===== config.mk =====
export PLATFORM = sky130hd
export DESIGN_NAME = decimal_text_to_double_top
export DESIGN_NICKNAME = d
export VERILOG_FILES = /design/src/hw/rtl/dtd_pkg.sv /design/src/hw/rtl/dtd_front.sv /design/src/hw/rtl/dtd_fifo.sv /design/src/hw/rtl/dtd_back.sv /design/src/hw/rtl/decimal_text_to_double_top.sv
export SDC_FILE = /design/constraint.sdc
export NUM_CORES = 2
export LEC_CHECK = 0
export ABC_AREA = 1
export BUFFER_PORTS_ARGS = -buffer_cell sky130_fd_sc_hd__buf_4
export CELL_PAD_IN_SITES_DETAIL_PLACEMENT = 1
export CELL_PAD_IN_SITES_GLOBAL_PLACEMENT = 2
export CORE_ASPECT_RATIO = 1.4
export CORE_MARGIN = 2
export CORE_UTILIZATION = 41
export DETAILED_ROUTE_END_ITERATION = 10
export GPL_TIMING_DRIVEN = 0
export PLACE_DENSITY_LB_ADDON = 0.1
export SETUP_SLACK_MARGIN = 0.2
export SLEW_MARGIN = 20
export SYNTH_ARGS = -nofsm -noshare
export SYNTH_HDL_FRONTEND = slang
export SYNTH_HIERARCHICAL = 1
export SYNTH_SLANG_ARGS = --single-unit

===== constraint.sdc =====
create_clock -name clk -period 27.1 [get_ports clk]
set_clock_uncertainty 0.15 [all_clocks]
set_input_delay 5.42 -clock clk [delete_from_list [all_inputs] [get_ports clk]]
set_output_delay 5.42 -clock clk [all_outputs]
set_load 0.01 [all_outputs]

===== src/hw/rtl/dtd_pkg.sv =====
`default_nettype none
package dtd_pkg;

    // Characters of the number text
    localparam logic [7:0] CH_ZERO  = 8'h30;
    localparam logic [7:0] CH_NINE  = 8'h39;
    localparam logic [7:0] CH_MINUS = 8'h2D;
    localparam logic [7:0] CH_PLUS  = 8'h2B;
    localparam logic [7:0] CH_LOW_E = 8'h65;
    localparam logic [7:0] CH_UP_E  = 8'h45;
    localparam logic [7:0] CH_POINT = 8'h2E;
    localparam logic [7:0] CH_SPACE = 8'h20;
    localparam logic [7:0] CH_TAB   = 8'h09;
    localparam logic [7:0] CH_CR    = 8'h0D;

    // Result status codes
    localparam logic [1:0] ST_OK       = 2'd0;
    localparam logic [1:0] ST_DIGITS   = 2'd1;
    localparam logic [1:0] ST_EXPONENT = 2'd2;

    localparam int POW_COUNT = 23;
    localparam logic signed [11:0] EXP_BIAS = 12'sd1023;

    typedef enum logic [2:0] {
        PH_SPACE,
        PH_INT,
        PH_FRAC,
        PH_ESIGN,
        PH_EDIG,
        PH_STOP
    } dtd_phase_t;

    typedef enum logic [2:0] {
        BK_IDLE,
        BK_NORM,
        BK_DIV,
        BK_MUL,
        BK_RND,
        BK_DONE
    } dtd_bstate_t;

    // One parsed string, handed from the parser to the arithmetic unit
    typedef struct packed {
        logic [49:0] mant;
        logic [4:0]  frac;
        logic [4:0]  emag;
        logic        vneg;
        logic        eneg;
        logic [1:0]  err;
    } dtd_rec_t;

    typedef logic [52:0] pow_sig_arr_t [POW_COUNT];
    typedef logic [7:0]  pow_exp_arr_t [POW_COUNT];

    // 10^k = 5^k * 2^k, so every entry is exact in a 53-bit significand
    function automatic pow_sig_arr_t gen_pow_sig();
        pow_sig_arr_t t;
        logic [52:0]  p;
        for (int k = 0; k < POW_COUNT; k++)
        begin
            p = 53'd1;
            for (int i = 0; i < k; i++)
                p = p * 53'd5;
            for (int j = 0; j < 53; j++)
                if (!p[52])
                    p = {p[51:0], 1'b0};
            t[k] = p;
        end
        return t;
    endfunction

    function automatic pow_exp_arr_t gen_pow_exp();
        pow_exp_arr_t t;
        logic [52:0]  p;
        int           sh;
        for (int k = 0; k < POW_COUNT; k++)
        begin
            p  = 53'd1;
            sh = 0;
            for (int i = 0; i < k; i++)
                p = p * 53'd5;
            for (int j = 0; j < 53; j++)
                if (!p[52])
                begin
                    p  = {p[51:0], 1'b0};
                    sh = sh + 1;
                end
            t[k] = 8'(k + 52 - sh);
        end
        return t;
    endfunction

    localparam pow_sig_arr_t POW_SIG = gen_pow_sig();
    localparam pow_exp_arr_t POW_EXP = gen_pow_exp();

endpackage
`default_nettype wire


===== src/hw/rtl/dtd_front.sv =====
`default_nettype none
module dtd_front
    import dtd_pkg::*;
#(
    parameter int MAX_DIGITS   = 15,
    parameter int MAX_EXPONENT = 22
)
(
    input  wire logic       clk,
    input  wire logic       rst_n,
    input  wire logic       accept,
    input  wire logic [7:0] ch,
    input  wire logic       last,
    output logic            push,
    output dtd_rec_t        push_rec
);

    dtd_phase_t  phase_reg, phase_next;
    logic [49:0] mant_reg, mant_next;
    logic [4:0]  dcnt_reg, dcnt_next;
    logic [4:0]  frac_reg, frac_next;
    logic [4:0]  emag_reg, emag_next;
    logic        vneg_reg, vneg_next;
    logic        eneg_reg, eneg_next;
    logic [1:0]  err_reg, err_next;

    logic        is_digit, is_space, is_e, is_sign, dig_ok, dig_taken;
    logic [3:0]  digit;
    logic [7:0]  ev;

    assign is_digit = (ch >= CH_ZERO) && (ch <= CH_NINE);
    assign is_space = (ch == CH_SPACE) || ((ch >= CH_TAB) && (ch <= CH_CR));
    assign is_e     = (ch == CH_LOW_E) || (ch == CH_UP_E);
    assign is_sign  = (ch == CH_MINUS) || (ch == CH_PLUS);
    assign digit    = 4'(ch - CH_ZERO);
    assign dig_ok   = dcnt_reg < 5'(MAX_DIGITS);
    assign ev       = ({3'b0, emag_reg} << 3) + ({3'b0, emag_reg} << 1) + {4'b0, digit};

    always_comb
    begin
        phase_next = phase_reg;
        mant_next  = mant_reg;
        dcnt_next  = dcnt_reg;
        frac_next  = frac_reg;
        emag_next  = emag_reg;
        vneg_next  = vneg_reg;
        eneg_next  = eneg_reg;
        err_next   = err_reg;
        dig_taken  = 1'b0;

        unique case (phase_reg)
            PH_SPACE:
            begin
                priority if (is_space)
                begin
                end
                else if (is_sign)
                begin
                    vneg_next  = (ch == CH_MINUS);
                    phase_next = PH_INT;
                end
                else if (is_digit)
                begin
                    dig_taken  = 1'b1;
                    phase_next = PH_INT;
                end
                else if (ch == CH_POINT)
                    phase_next = PH_FRAC;
                else if (is_e)
                    phase_next = PH_ESIGN;
                else
                    phase_next = PH_STOP;
            end
            PH_INT:
            begin
                priority if (is_digit)
                    dig_taken = 1'b1;
                else if (ch == CH_POINT)
                    phase_next = PH_FRAC;
                else if (is_e)
                    phase_next = PH_ESIGN;
                else
                    phase_next = PH_STOP;
            end
            PH_FRAC:
            begin
                priority if (is_digit)
                begin
                    dig_taken = 1'b1;
                    if (dig_ok)
                        frac_next = frac_reg + 5'd1;
                end
                else if (is_e)
                    phase_next = PH_ESIGN;
                else
                    phase_next = PH_STOP;
            end
            PH_ESIGN:
            begin
                priority if (is_sign)
                begin
                    eneg_next  = (ch == CH_MINUS);
                    phase_next = PH_EDIG;
                end
                else if (is_digit)
                begin
                    if (ev > 8'(MAX_EXPONENT))
                    begin
                        if (err_reg == ST_OK)
                            err_next = ST_EXPONENT;
                    end
                    else
                        emag_next = ev[4:0];
                    phase_next = PH_EDIG;
                end
                else
                    phase_next = PH_STOP;
            end
            PH_EDIG:
            begin
                if (is_digit)
                begin
                    if (ev > 8'(MAX_EXPONENT))
                    begin
                        if (err_reg == ST_OK)
                            err_next = ST_EXPONENT;
                    end
                    else
                        emag_next = ev[4:0];
                end
                else
                    phase_next = PH_STOP;
            end
            default:
                phase_next = PH_STOP;
        endcase

        if (dig_taken)
        begin
            if (dig_ok)
            begin
                mant_next = (mant_reg << 3) + (mant_reg << 1) + {46'b0, digit};
                dcnt_next = dcnt_reg + 5'd1;
            end
            else if (err_reg == ST_OK)
                err_next = ST_DIGITS;
        end
    end

    assign push = accept && last;
    always_comb
    begin
        push_rec.mant = mant_next;
        push_rec.frac = frac_next;
        push_rec.emag = emag_next;
        push_rec.vneg = vneg_next;
        push_rec.eneg = eneg_next;
        push_rec.err  = err_next;
    end

    // Start a fresh string after the last character
    always_ff @(posedge clk or negedge rst_n)
    begin
        if (!rst_n)
        begin
            phase_reg <= PH_SPACE;
            mant_reg  <= '0;
            dcnt_reg  <= '0;
            frac_reg  <= '0;
            emag_reg  <= '0;
            vneg_reg  <= 1'b0;
            eneg_reg  <= 1'b0;
            err_reg   <= ST_OK;
        end
        else if (accept)
        begin
            if (last)
            begin
                phase_reg <= PH_SPACE;
                mant_reg  <= '0;
                dcnt_reg  <= '0;
                frac_reg  <= '0;
                emag_reg  <= '0;
                vneg_reg  <= 1'b0;
                eneg_reg  <= 1'b0;
                err_reg   <= ST_OK;
            end
            else
            begin
                phase_reg <= phase_next;
                mant_reg  <= mant_next;
                dcnt_reg  <= dcnt_next;
                frac_reg  <= frac_next;
                emag_reg  <= emag_next;
                vneg_reg  <= vneg_next;
                eneg_reg  <= eneg_next;
                err_reg   <= err_next;
            end
        end
    end

endmodule
`default_nettype wire


===== src/hw/rtl/dtd_fifo.sv =====
`default_nettype none
module dtd_fifo
    import dtd_pkg::*;
(
    input  wire logic     clk,
    input  wire logic     rst_n,
    input  wire logic     push,
    input  wire dtd_rec_t push_rec,
    output logic          full,
    input  wire logic     pop,
    output dtd_rec_t      pop_rec,
    output logic          empty
);

    dtd_rec_t   mem_reg [2];
    logic       wptr_reg, rptr_reg;
    logic [1:0] cnt_reg;

    assign full    = (cnt_reg == 2'd2);
    assign empty   = (cnt_reg == 2'd0);
    assign pop_rec = mem_reg[rptr_reg];

    always_ff @(posedge clk)
    begin
        if (push && !full)
            mem_reg[wptr_reg] <= push_rec;
    end

    always_ff @(posedge clk or negedge rst_n)
    begin
        if (!rst_n)
        begin
            wptr_reg <= 1'b0;
            rptr_reg <= 1'b0;
            cnt_reg  <= 2'd0;
        end
        else
        begin
            if (push && !full)
                wptr_reg <= !wptr_reg;
            if (pop && !empty)
                rptr_reg <= !rptr_reg;
            cnt_reg <= cnt_reg + {1'b0, push && !full} - {1'b0, pop && !empty};
        end
    end

endmodule
`default_nettype wire


===== src/hw/rtl/dtd_back.sv =====
`default_nettype none
module dtd_back
    import dtd_pkg::*;
(
    input  wire logic        clk,
    input  wire logic        rst_n,
    input  wire dtd_rec_t    pop_rec,
    input  wire logic        empty,
    output logic             pop,
    output logic             out_valid,
    input  wire logic        out_ready,
    output logic [65:0]      out_data
);

    dtd_bstate_t state_reg, state_next;

    logic [52:0]         sa_reg, sa_next;
    logic signed [11:0]  ea_reg, ea_next;
    logic [52:0]         sb_reg, sb_next;
    logic signed [11:0]  eb_reg, eb_next;
    logic [53:0]         rem_reg, rem_next;
    logic [54:0]         quo_reg, quo_next;
    logic [105:0]        acc_reg, acc_next;
    logic [5:0]          cnt_reg, cnt_next;
    logic                second_reg, second_next;
    logic                ismul_reg, ismul_next;
    logic                eneg_reg, eneg_next;
    logic [4:0]          emag_reg, emag_next;
    logic                vneg_reg, vneg_next;
    logic [1:0]          err_reg, err_next;
    logic                zero_reg, zero_next;
    logic                ov_reg, ov_next;
    logic [65:0]         od_reg, od_next;

    logic                ge, mbit, up, g, s, can_write;
    logic [53:0]         diff;
    logic [52:0]         sig, sig_r;
    logic [53:0]         sum;
    logic signed [11:0]  e_pre, e_r, biased;
    logic [63:0]         bits;

    assign can_write = !ov_reg || out_ready;

    // Next state
    always_comb
    begin
        state_next = state_reg;
        unique case (state_reg)
            BK_IDLE:
                if (!empty)
                    state_next = ((pop_rec.err != ST_OK) || (pop_rec.mant == '0))
                               ? BK_DONE : BK_NORM;
            BK_NORM:
                if (sa_reg[52])
                    state_next = BK_DIV;
            BK_DIV:
                if (cnt_reg == 6'd54)
                    state_next = BK_RND;
            BK_MUL:
                if (cnt_reg == 6'd52)
                    state_next = BK_RND;
            BK_RND:
                if (second_reg)
                    state_next = BK_DONE;
                else
                    state_next = eneg_reg ? BK_DIV : BK_MUL;
            BK_DONE:
                if (can_write)
                    state_next = BK_IDLE;
            default:
                state_next = BK_IDLE;
        endcase
    end

    // Rounding of the finished quotient or product
    always_comb
    begin
        if (ismul_reg)
        begin
            if (acc_reg[105])
            begin
                sig   = acc_reg[105:53];
                g     = acc_reg[52];
                s     = |acc_reg[51:0];
                e_pre = ea_reg + eb_reg + 12'sd1;
            end
            else
            begin
                sig   = acc_reg[104:52];
                g     = acc_reg[51];
                s     = |acc_reg[50:0];
                e_pre = ea_reg + eb_reg;
            end
        end
        else
        begin
            if (quo_reg[54])
            begin
                sig   = quo_reg[54:2];
                g     = quo_reg[1];
                s     = quo_reg[0] || (rem_reg != '0);
                e_pre = ea_reg - eb_reg;
            end
            else
            begin
                sig   = quo_reg[53:1];
                g     = quo_reg[0];
                s     = (rem_reg != '0);
                e_pre = ea_reg - eb_reg - 12'sd1;
            end
        end
        up  = g && (s || sig[0]);
        sum = {1'b0, sig} + {53'b0, up};
        if (sum[53])
        begin
            sig_r = {1'b1, 52'b0};
            e_r   = e_pre + 12'sd1;
        end
        else
        begin
            sig_r = sum[52:0];
            e_r   = e_pre;
        end
    end

    assign ge     = rem_reg >= {1'b0, sb_reg};
    assign diff   = rem_reg - {1'b0, sb_reg};
    assign mbit   = sb_reg[6'd52 - cnt_reg];
    assign biased = ea_reg + EXP_BIAS;

    always_comb
    begin
        if (err_reg != ST_OK)
            bits = '0;
        else if (zero_reg)
            bits = {vneg_reg, 63'b0};
        else
            bits = {vneg_reg, biased[10:0], sa_reg[51:0]};
    end

    // Datapath and outputs
    always_comb
    begin
        pop         = 1'b0;
        sa_next     = sa_reg;
        ea_next     = ea_reg;
        sb_next     = sb_reg;
        eb_next     = eb_reg;
        rem_next    = rem_reg;
        quo_next    = quo_reg;
        acc_next    = acc_reg;
        cnt_next    = cnt_reg;
        second_next = second_reg;
        ismul_next  = ismul_reg;
        eneg_next   = eneg_reg;
        emag_next   = emag_reg;
        vneg_next   = vneg_reg;
        err_next    = err_reg;
        zero_next   = zero_reg;
        ov_next     = ov_reg && !out_ready;
        od_next     = od_reg;

        unique case (state_reg)
            BK_IDLE:
                if (!empty)
                begin
                    pop         = 1'b1;
                    sa_next     = {3'b0, pop_rec.mant};
                    ea_next     = 12'sd52;
                    sb_next     = POW_SIG[pop_rec.frac];
                    eb_next     = {4'b0, POW_EXP[pop_rec.frac]};
                    eneg_next   = pop_rec.eneg;
                    emag_next   = pop_rec.emag;
                    vneg_next   = pop_rec.vneg;
                    err_next    = pop_rec.err;
                    zero_next   = (pop_rec.mant == '0);
                    second_next = 1'b0;
                    ismul_next  = 1'b0;
                end
            BK_NORM:
            begin
                if (!sa_reg[52])
                begin
                    sa_next = {sa_reg[51:0], 1'b0};
                    ea_next = ea_reg - 12'sd1;
                end
                rem_next = {1'b0, sa_reg};
                quo_next = '0;
                cnt_next = '0;
            end
            BK_DIV:
            begin
                quo_next = {quo_reg[53:0], ge};
                rem_next = ge ? {diff[52:0], 1'b0} : {rem_reg[52:0], 1'b0};
                cnt_next = cnt_reg + 6'd1;
            end
            BK_MUL:
            begin
                acc_next = {acc_reg[104:0], 1'b0} + (mbit ? {53'b0, sa_reg} : 106'b0);
                cnt_next = cnt_reg + 6'd1;
            end
            BK_RND:
            begin
                sa_next = sig_r;
                ea_next = e_r;
                if (!second_reg)
                begin
                    second_next = 1'b1;
                    sb_next     = POW_SIG[emag_reg];
                    eb_next     = {4'b0, POW_EXP[emag_reg]};
                    ismul_next  = !eneg_reg;
                    cnt_next    = '0;
                    rem_next    = {1'b0, sig_r};
                    quo_next    = '0;
                    acc_next    = '0;
                end
            end
            BK_DONE:
                if (can_write)
                begin
                    ov_next = 1'b1;
                    od_next = {err_reg, bits};
                end
            default:
            begin
            end
        endcase
    end

    assign out_valid = ov_reg;
    assign out_data  = od_reg;

    always_ff @(posedge clk)
    begin
        sa_reg   <= sa_next;
        ea_reg   <= ea_next;
        sb_reg   <= sb_next;
        eb_reg   <= eb_next;
        rem_reg  <= rem_next;
        quo_reg  <= quo_next;
        acc_reg  <= acc_next;
        cnt_reg  <= cnt_next;
        eneg_reg <= eneg_next;
        emag_reg <= emag_next;
        vneg_reg <= vneg_next;
        err_reg  <= err_next;
        zero_reg <= zero_next;
        od_reg   <= od_next;
    end

    always_ff @(posedge clk or negedge rst_n)
    begin
        if (!rst_n)
        begin
            state_reg  <= BK_IDLE;
            second_reg <= 1'b0;
            ismul_reg  <= 1'b0;
            ov_reg     <= 1'b0;
        end
        else
        begin
            state_reg  <= state_next;
            second_reg <= second_next;
            ismul_reg  <= ismul_next;
            ov_reg     <= ov_next;
        end
    end

endmodule
`default_nettype wire


===== src/hw/rtl/decimal_text_to_double_top.sv =====
`default_nettype none
// Decimal text to IEEE double.
// Input stream: one ASCII character per item on s_tdata[7:0]; s_tlast marks the
// final character of a number string. Leading whitespace, sign, integer and
// fraction digits and an e/E exponent are parsed; parsing stops at the first
// character that does not fit.
// Output stream: one item per string on m_tdata, holding the double bit pattern
// and a status (0 ok, 1 too many digits, 2 exponent too large; the value is
// zero on error).
// Throughput: one character per cycle while the record queue has room.
// The arithmetic unit, per string, takes the record, normalises it by shifting,
// runs a restoring divide by the power of ten of the fraction digits, rounds,
// then runs a shift-add multiply or a restoring divide by the power of ten of
// the exponent, rounds again and loads the output register.
// Zero values and errors skip the arithmetic.
// A two-entry record queue parts the parser from the arithmetic unit, so
// characters of the next strings keep flowing while one is computed.
// Reset clears the parser, the queue and the output valid flag, not the output data.
// When the receiver stalls, the output item is held, the arithmetic unit waits
// and s_tready drops once the queue is full.
module decimal_text_to_double_top
    import dtd_pkg::*;
#(
    parameter int MAX_DIGITS   = 15,
    parameter int MAX_EXPONENT = 22
)
(
    input  wire logic        clk,
    input  wire logic        rst_n,
    input  wire logic        s_tvalid,
    output logic             s_tready,
    input  wire logic [7:0]  s_tdata,   // [7:0] ch
    input  wire logic        s_tlast,   // last
    output logic             m_tvalid,
    input  wire logic        m_tready,
    output logic [71:0]      m_tdata    // [63:0] value_bits, [65:64] status, rest zero
);

    logic     accept, push, full, pop, empty;
    dtd_rec_t push_rec, pop_rec;
    logic [65:0] out_data;

    // Hold off characters while the queue cannot take a finished string
    assign s_tready = !full;
    assign accept   = s_tvalid && s_tready;

    dtd_front #(
        .MAX_DIGITS   (MAX_DIGITS),
        .MAX_EXPONENT (MAX_EXPONENT)
    ) u_front (
        .clk      (clk),
        .rst_n    (rst_n),
        .accept   (accept),
        .ch       (s_tdata),
        .last     (s_tlast),
        .push     (push),
        .push_rec (push_rec)
    );

    dtd_fifo u_fifo (
        .clk      (clk),
        .rst_n    (rst_n),
        .push     (push),
        .push_rec (push_rec),
        .full     (full),
        .pop      (pop),
        .pop_rec  (pop_rec),
        .empty    (empty)
    );

    dtd_back u_back (
        .clk       (clk),
        .rst_n     (rst_n),
        .pop_rec   (pop_rec),
        .empty     (empty),
        .pop       (pop),
        .out_valid (m_tvalid),
        .out_ready (m_tready),
        .out_data  (out_data)
    );

    assign m_tdata = {6'b0, out_data};

endmodule
`default_nettype wire

== Word level (Yosys, flattened, before mapping) ==
Memory sizes are Yosys's and may differ from the RTL's.
Index checks and enable logic that the tools add are counted.

* Input bits: 13
* Word-level logic and storage cells: 266
* Bits in writable memories: 128
* Memory bits (read-only): 3904
* Latch bits: 0
* Memories: 5
* Flip-flop bits (word level): 509

* $lt $le $gt $ge: 10
* Reduce and logical (&&, ||, !) cells: 54
* Add/sub/neg operators: 21
* Shifts and indexed selects: 0
* Div/mod/pow operators: 0
* Bitwise operators: 3
* Eq/ne operators: 29
* Multipliers: 0
* Muxes and demuxes: 112

{| class="wikitable"
|+ Memories
! memory !! depth !! width !! read ports !! clocked after memory_dff !! write ports !! RTL line !! RTL
|-
| (no name shown) || 32 || 53 || 1 || 0 || 0 || dtd_back.sv:170 || <nowiki>sb_next = POW_SIG[pop_rec.frac];</nowiki>
|-
| (no name shown) || 32 || 53 || 1 || 0 || 0 || dtd_back.sv:209 || <nowiki>sb_next = POW_SIG[emag_reg];</nowiki>
|-
| (no name shown) || 32 || 8 || 1 || 0 || 0 || dtd_back.sv:171 || <nowiki>eb_next = {4'b0, POW_EXP[pop_rec.frac]};</nowiki>
|-
| (no name shown) || 32 || 8 || 1 || 0 || 0 || dtd_back.sv:210 || <nowiki>eb_next = {4'b0, POW_EXP[emag_reg]};</nowiki>
|-
| u_fifo.mem_reg || 2 || 64 || 1 || 0 || 1 || dtd_fifo.sv:15 || <nowiki>dtd_rec_t mem_reg [2];</nowiki>
|}

{| class="wikitable"
|+ Operator list
! cell !! count
|-
| 2-to-1 mux 53 bit || 13
|-
| case mux 106 bit (2 select lines) || 1
|-
| case mux 55 bit (3 select lines) || 1
|-
| case mux 54 bit (3 select lines) || 1
|-
| case mux 53 bit (3 select lines) || 1
|-
| 2-to-1 mux 50 bit || 3
|-
| 2-to-1 mux 54 bit || 2
|-
| adder 106 bit || 1
|-
| 2-to-1 mux 106 bit || 1
|-
| case mux 53 bit (2 select lines) || 1
|-
| 2-to-1 mux 12 bit || 8
|-
| 2-to-1 mux 5 bit || 11
|-
| 2-to-1 mux 55 bit || 1
|-
| adder 53 x 1 -> 54 bit || 1
|-
| >= comparator 54 x 53 -> 1 bit || 1
|-
| nonzero test 54 bit || 1
|-
| subtractor 53 bit || 1
|-
| OR reduction 52 bit || 1
|-
| 2-to-1 mux 3 bit || 17
|-
| OR reduction 51 bit || 1
|-
| adder 50 x 4 -> 50 bit || 1
|-
| adder 50 bit || 1
|-
| logical NOT 50 bit || 1
|-
| case mux 12 bit (3 select lines) || 1
|-
| other kinds (56) || 157
|}

== Longest topological paths before layout ==
* Depth after elaboration: 11
* Gate-level depth with buffers: 31
* Mapped depth without buffers: 27

== By module ==
The synthesis kept the hierarchy.

{| class="wikitable"
|+ Modules (own cells, without submodules)
! module !! cells an instance !! seq. area each (µm²) !! times used !! area each (µm²)
|-
| dtd_back || 4876 || 12612.1 || 1 || 34488.1
|-
| dtd_front || 1590 || 1801.7 || 1 || 9248.9
|-
| dtd_fifo || 369 || 3943.8 || 1 || 4892.2
|-
| decimal_text_to_double_top || 10 || 0.0 || 1 || 62.6
|}

== Worst setup path before layout ==
No wires, ideal clock.

* Kind: input port to flip-flop
* Start: in s_tvalid
* End: mem u_fifo/mem_reg[1][0] in the netlist's numbering (enable)
* Slack: 17862 ps
* Data required time: 26464 ps
* Arrival time: 8602 ps
* Stages on the path: 6
* Setup time: 486 ps
* Cell sequence: inv_1 -> nor2_2 -> nand2_1 -> inv_1 -> nand2_1 -> nor2_1

* Cells in the longest elaborated chain, start to end: 5

{| class="wikitable"
|+ RTL lines
! what !! RTL line !! RTL
|-
| start, declared || decimal_text_to_double_top.sv:30 || <nowiki>input wire logic s_tvalid,</nowiki>
|-
| logical AND 1 bit || decimal_text_to_double_top.sv:45 || <nowiki>assign accept = s_tvalid && s_tready;</nowiki>
|-
| named net accept || decimal_text_to_double_top.sv:39 || <nowiki>logic accept, push, full, pop, empty;</nowiki>
|-
| logical AND 1 bit || dtd_front.sv:150 || <nowiki>assign push = accept && last;</nowiki>
|-
| named net push || decimal_text_to_double_top.sv:39 ||
|-
| logical AND 1 bit || dtd_fifo.sv:25 || <nowiki>if (push && !full)</nowiki>
|-
| 2-to-1 mux 1 bit || dtd_fifo.sv:25 ||
|-
| 2-to-1 mux 1 bit (not written as such) || dtd_fifo.sv:26 || <nowiki>mem_reg[wptr_reg] <= push_rec;</nowiki>
|-
| end, declared || dtd_fifo.sv:15 ||
|}

The timed path passes the listed nets, and every way through them passes these cells.

==> metrics <==
status finished clean; Hold Path Sink u_fifo/wptr_reg; worst path cell trace buf_4, fa_1, inv_1, fa_1, inv_1, nand3_1, nand3_1, nand3_1, nand3_1, nand2_1, nand3_1, nand2_1, nand2_1, a21oi_1; largest area contributor in the netlist edfxtp_1; Vias between 40000 and 50000; period utilisation layout between 20% and 30%; Cell Rows about 150; core area roughly 0.12 sq mm; total I/O pin count 87; top fanout value on the critical path 8; Worst EP required 27.37 ns; clock latency on the worst-skew pair between 0.7 and 0.8 ns; Final setup violation count 0; Hold Path Class reg -> reg; hold-critical path depth 2; mapped cell area between 0.04 and 0.05 sq mm; Die H between 400 and 500 um; GRT overflow 0; flop-to-flop setup slack between 15 and 20 ns; setup TNS 0 ns; largest net degree at the start of global routing 83; via/cell ratio about 5.7; Final #Nets roughly 7300; hold path start u_fifo/wptr_reg; FFs w/ async S/R, synth a little over an eighth; CTS root buffer clkbuf_16; post-DP HPWL 188000 um; Yosys cell types approximately 80; starting DRC count in detailed routing ~3800; htree depth 3; DRC 0; RSZ-0062 raised after global routing no; Clk pin slew, worst setup/hold paths about 0.060 ns; FMAX 124 MHz; commonest non-fill, non-tap cell in the layout nand2_1; CTS tree yes; Port Buf Inserts 80; vias in the first global route between 50000 and 60000; Most used DFF post-synth edfxtp_1; fraction of layout cells with a size suffix above 1 6.84%; worst reg2reg path depth 27; die area ~0.12 sq mm; crit path time final 8.03 ns; normalized max-slew margin around 16%; Critical Path Source Type input pin; commonest non-fill, non-tap cells in the layout 1896 x nand2_1, 995 x inv_1, 823 x nor2_1; Yosys reg bits between 600 and 700; DRT antenna net count 0; FF-to-FF Start u_back/cnt_reg[0]; synth top area cells edfxtp_1 33%, nand2_1 15%, inv_1 7.7%; Synthesis Warnings 6; drt first pass iters 5; per-cell routed wire length roughly 26 um; R2R Path End u_back/acc_reg[74]; total of max-cap violations 0; layout overhead on the synthesized area 12.0%; Worst-Margin Slew approximately 1.3 ns; Setup crit end kind flip-flop; Seq/Total Area, Yosys between 30% and 40%; GRT Overall Usage a little under two fifths; WL final between 200000 and 250000 um; clock sinks 625; gpl congestion around 1.1; clock buffer depth 3; Initial Util 41.3%; crit path kind in -> reg; CTS Hold Bufs 0; number of fill cells between 15000 and 20000; number of enable flip-flop cells after synthesis approximately 540; Post CTS Setup Buffer Count 0; CP max stage delay around 0.57 ns; Crit path top cell by count nand3_1; Final Max Slew Viols 0; first-pass GRT wire length around 330000 um; cts repair resizes 0; Avg Synthesized Cell Area 7.11 sq um; Arr. time, crit path 8.30 ns; Die X 295 um; total CTS buffers between 70 and 80; Antenna Cells 0; endpoints failing hold 0; Crit-path slowest cell fa_1; max reg flops between 100 and 150; area share of the largest cell type after synthesis between 30% and 40%; antenna violations before repair 4; Cells after Synth 6845
## worst max-delay path: cells and delay by family
kind | cells | cell delay (ns)
AOI/OAI and AO/OA | 1 | 0.11
and+or+nand+nor | 8 | 1.28
adders and majority gates | 2 | 1.02
buffers and inverters | 3 | 0.45
## layout make-up
cell class	instances	area, sq um	share of cell area (%)
multi-input cells	5015	25600	47.0
flip-flops and latches	625	18400	33.7
inverters	1030	3880	7.12
well taps	1585	1980	3.64
clock buffers	87	1900	3.48
repair buffers	102	1150	2.12
plain buffers	180	945	1.73
clock inverters	47	677	1.24
## metal layers
metal,GRT usage [%],wire length [um],up-vias
li1,-,-,23003
met1,42.6,87600,24264
met2,62.5,108000,1610
met3,5.80,13100,556
met4,24.2,17000,8
met5,0,47,-
## worst max path at each step
stage / from / to / slack, ns / depth (start not counted)
6_report: s_tdata[3] / u_fifo/mem_reg[0][60] / 19.07 / 14
5_1_grt: s_tdata[3] / u_fifo/mem_reg[0][48] / 18.92 / 16
4_1_cts: s_tdata[3] / u_fifo/mem_reg[0][56] / 19.14 / 13
3_5_place_dp: s_tdata[3] / u_fifo/mem_reg[0][56] / 18.41 / 13
3_3_place_gp: u_back/state_reg[2] / u_back/acc_reg[35] / 12.37 / 3
2_1_floorplan: s_tvalid / u_fifo/mem_reg[1][0] / 17.86 / 6
## through the flow
step	util, %	hold WS (ns)	instances	setup WS, ns	area [sq um]
CTS	46.3	0.333	8671	19.14	54500
global route	46.3	0.358	8671	18.92	54500
global placement	43.5	0.304	8515	12.37	51300
finish	46.3	0.330	8671	19.07	54500
detailed placement	44.1	0.321	8537	18.41	51900
floorplan	-	0.292	6850	17.86	48700
## synth_stat cells, drive strengths merged, types with 30 or more instances
cell / instances
nor2: 869
dfrtp: 82
o22ai: 30
edfxtp: 543
nor3: 104
nor4: 66
o21ai: 414
nand4: 90
o211ai: 81
nand3: 407
nand2: 1910
xor2: 50
xnor2: 33
or2: 33
clkbuf: 96
a31oi: 34
ha: 257
a21oi: 414
inv: 1026
buf: 84
## kinds of logic (layout without fill, tap and decap cells)
logic type | count (synthesis) | count (layout) | synth area share (%)
buf+inv | 1210 | 1446 | 9.87
other cells | 1 | 6 | 0.00770
compound gates | 1134 | 1134 | 13.4
fa+ha+maj | 264 | 264 | 6.89
xor+xnor | 83 | 83 | 1.49
flops | 625 | 625 | 37.7
simple gates | 3528 | 3528 | 30.7
Power is not shown: default switching activity piles up to over one toggle a cycle in this logic, so the estimate is an artifact.
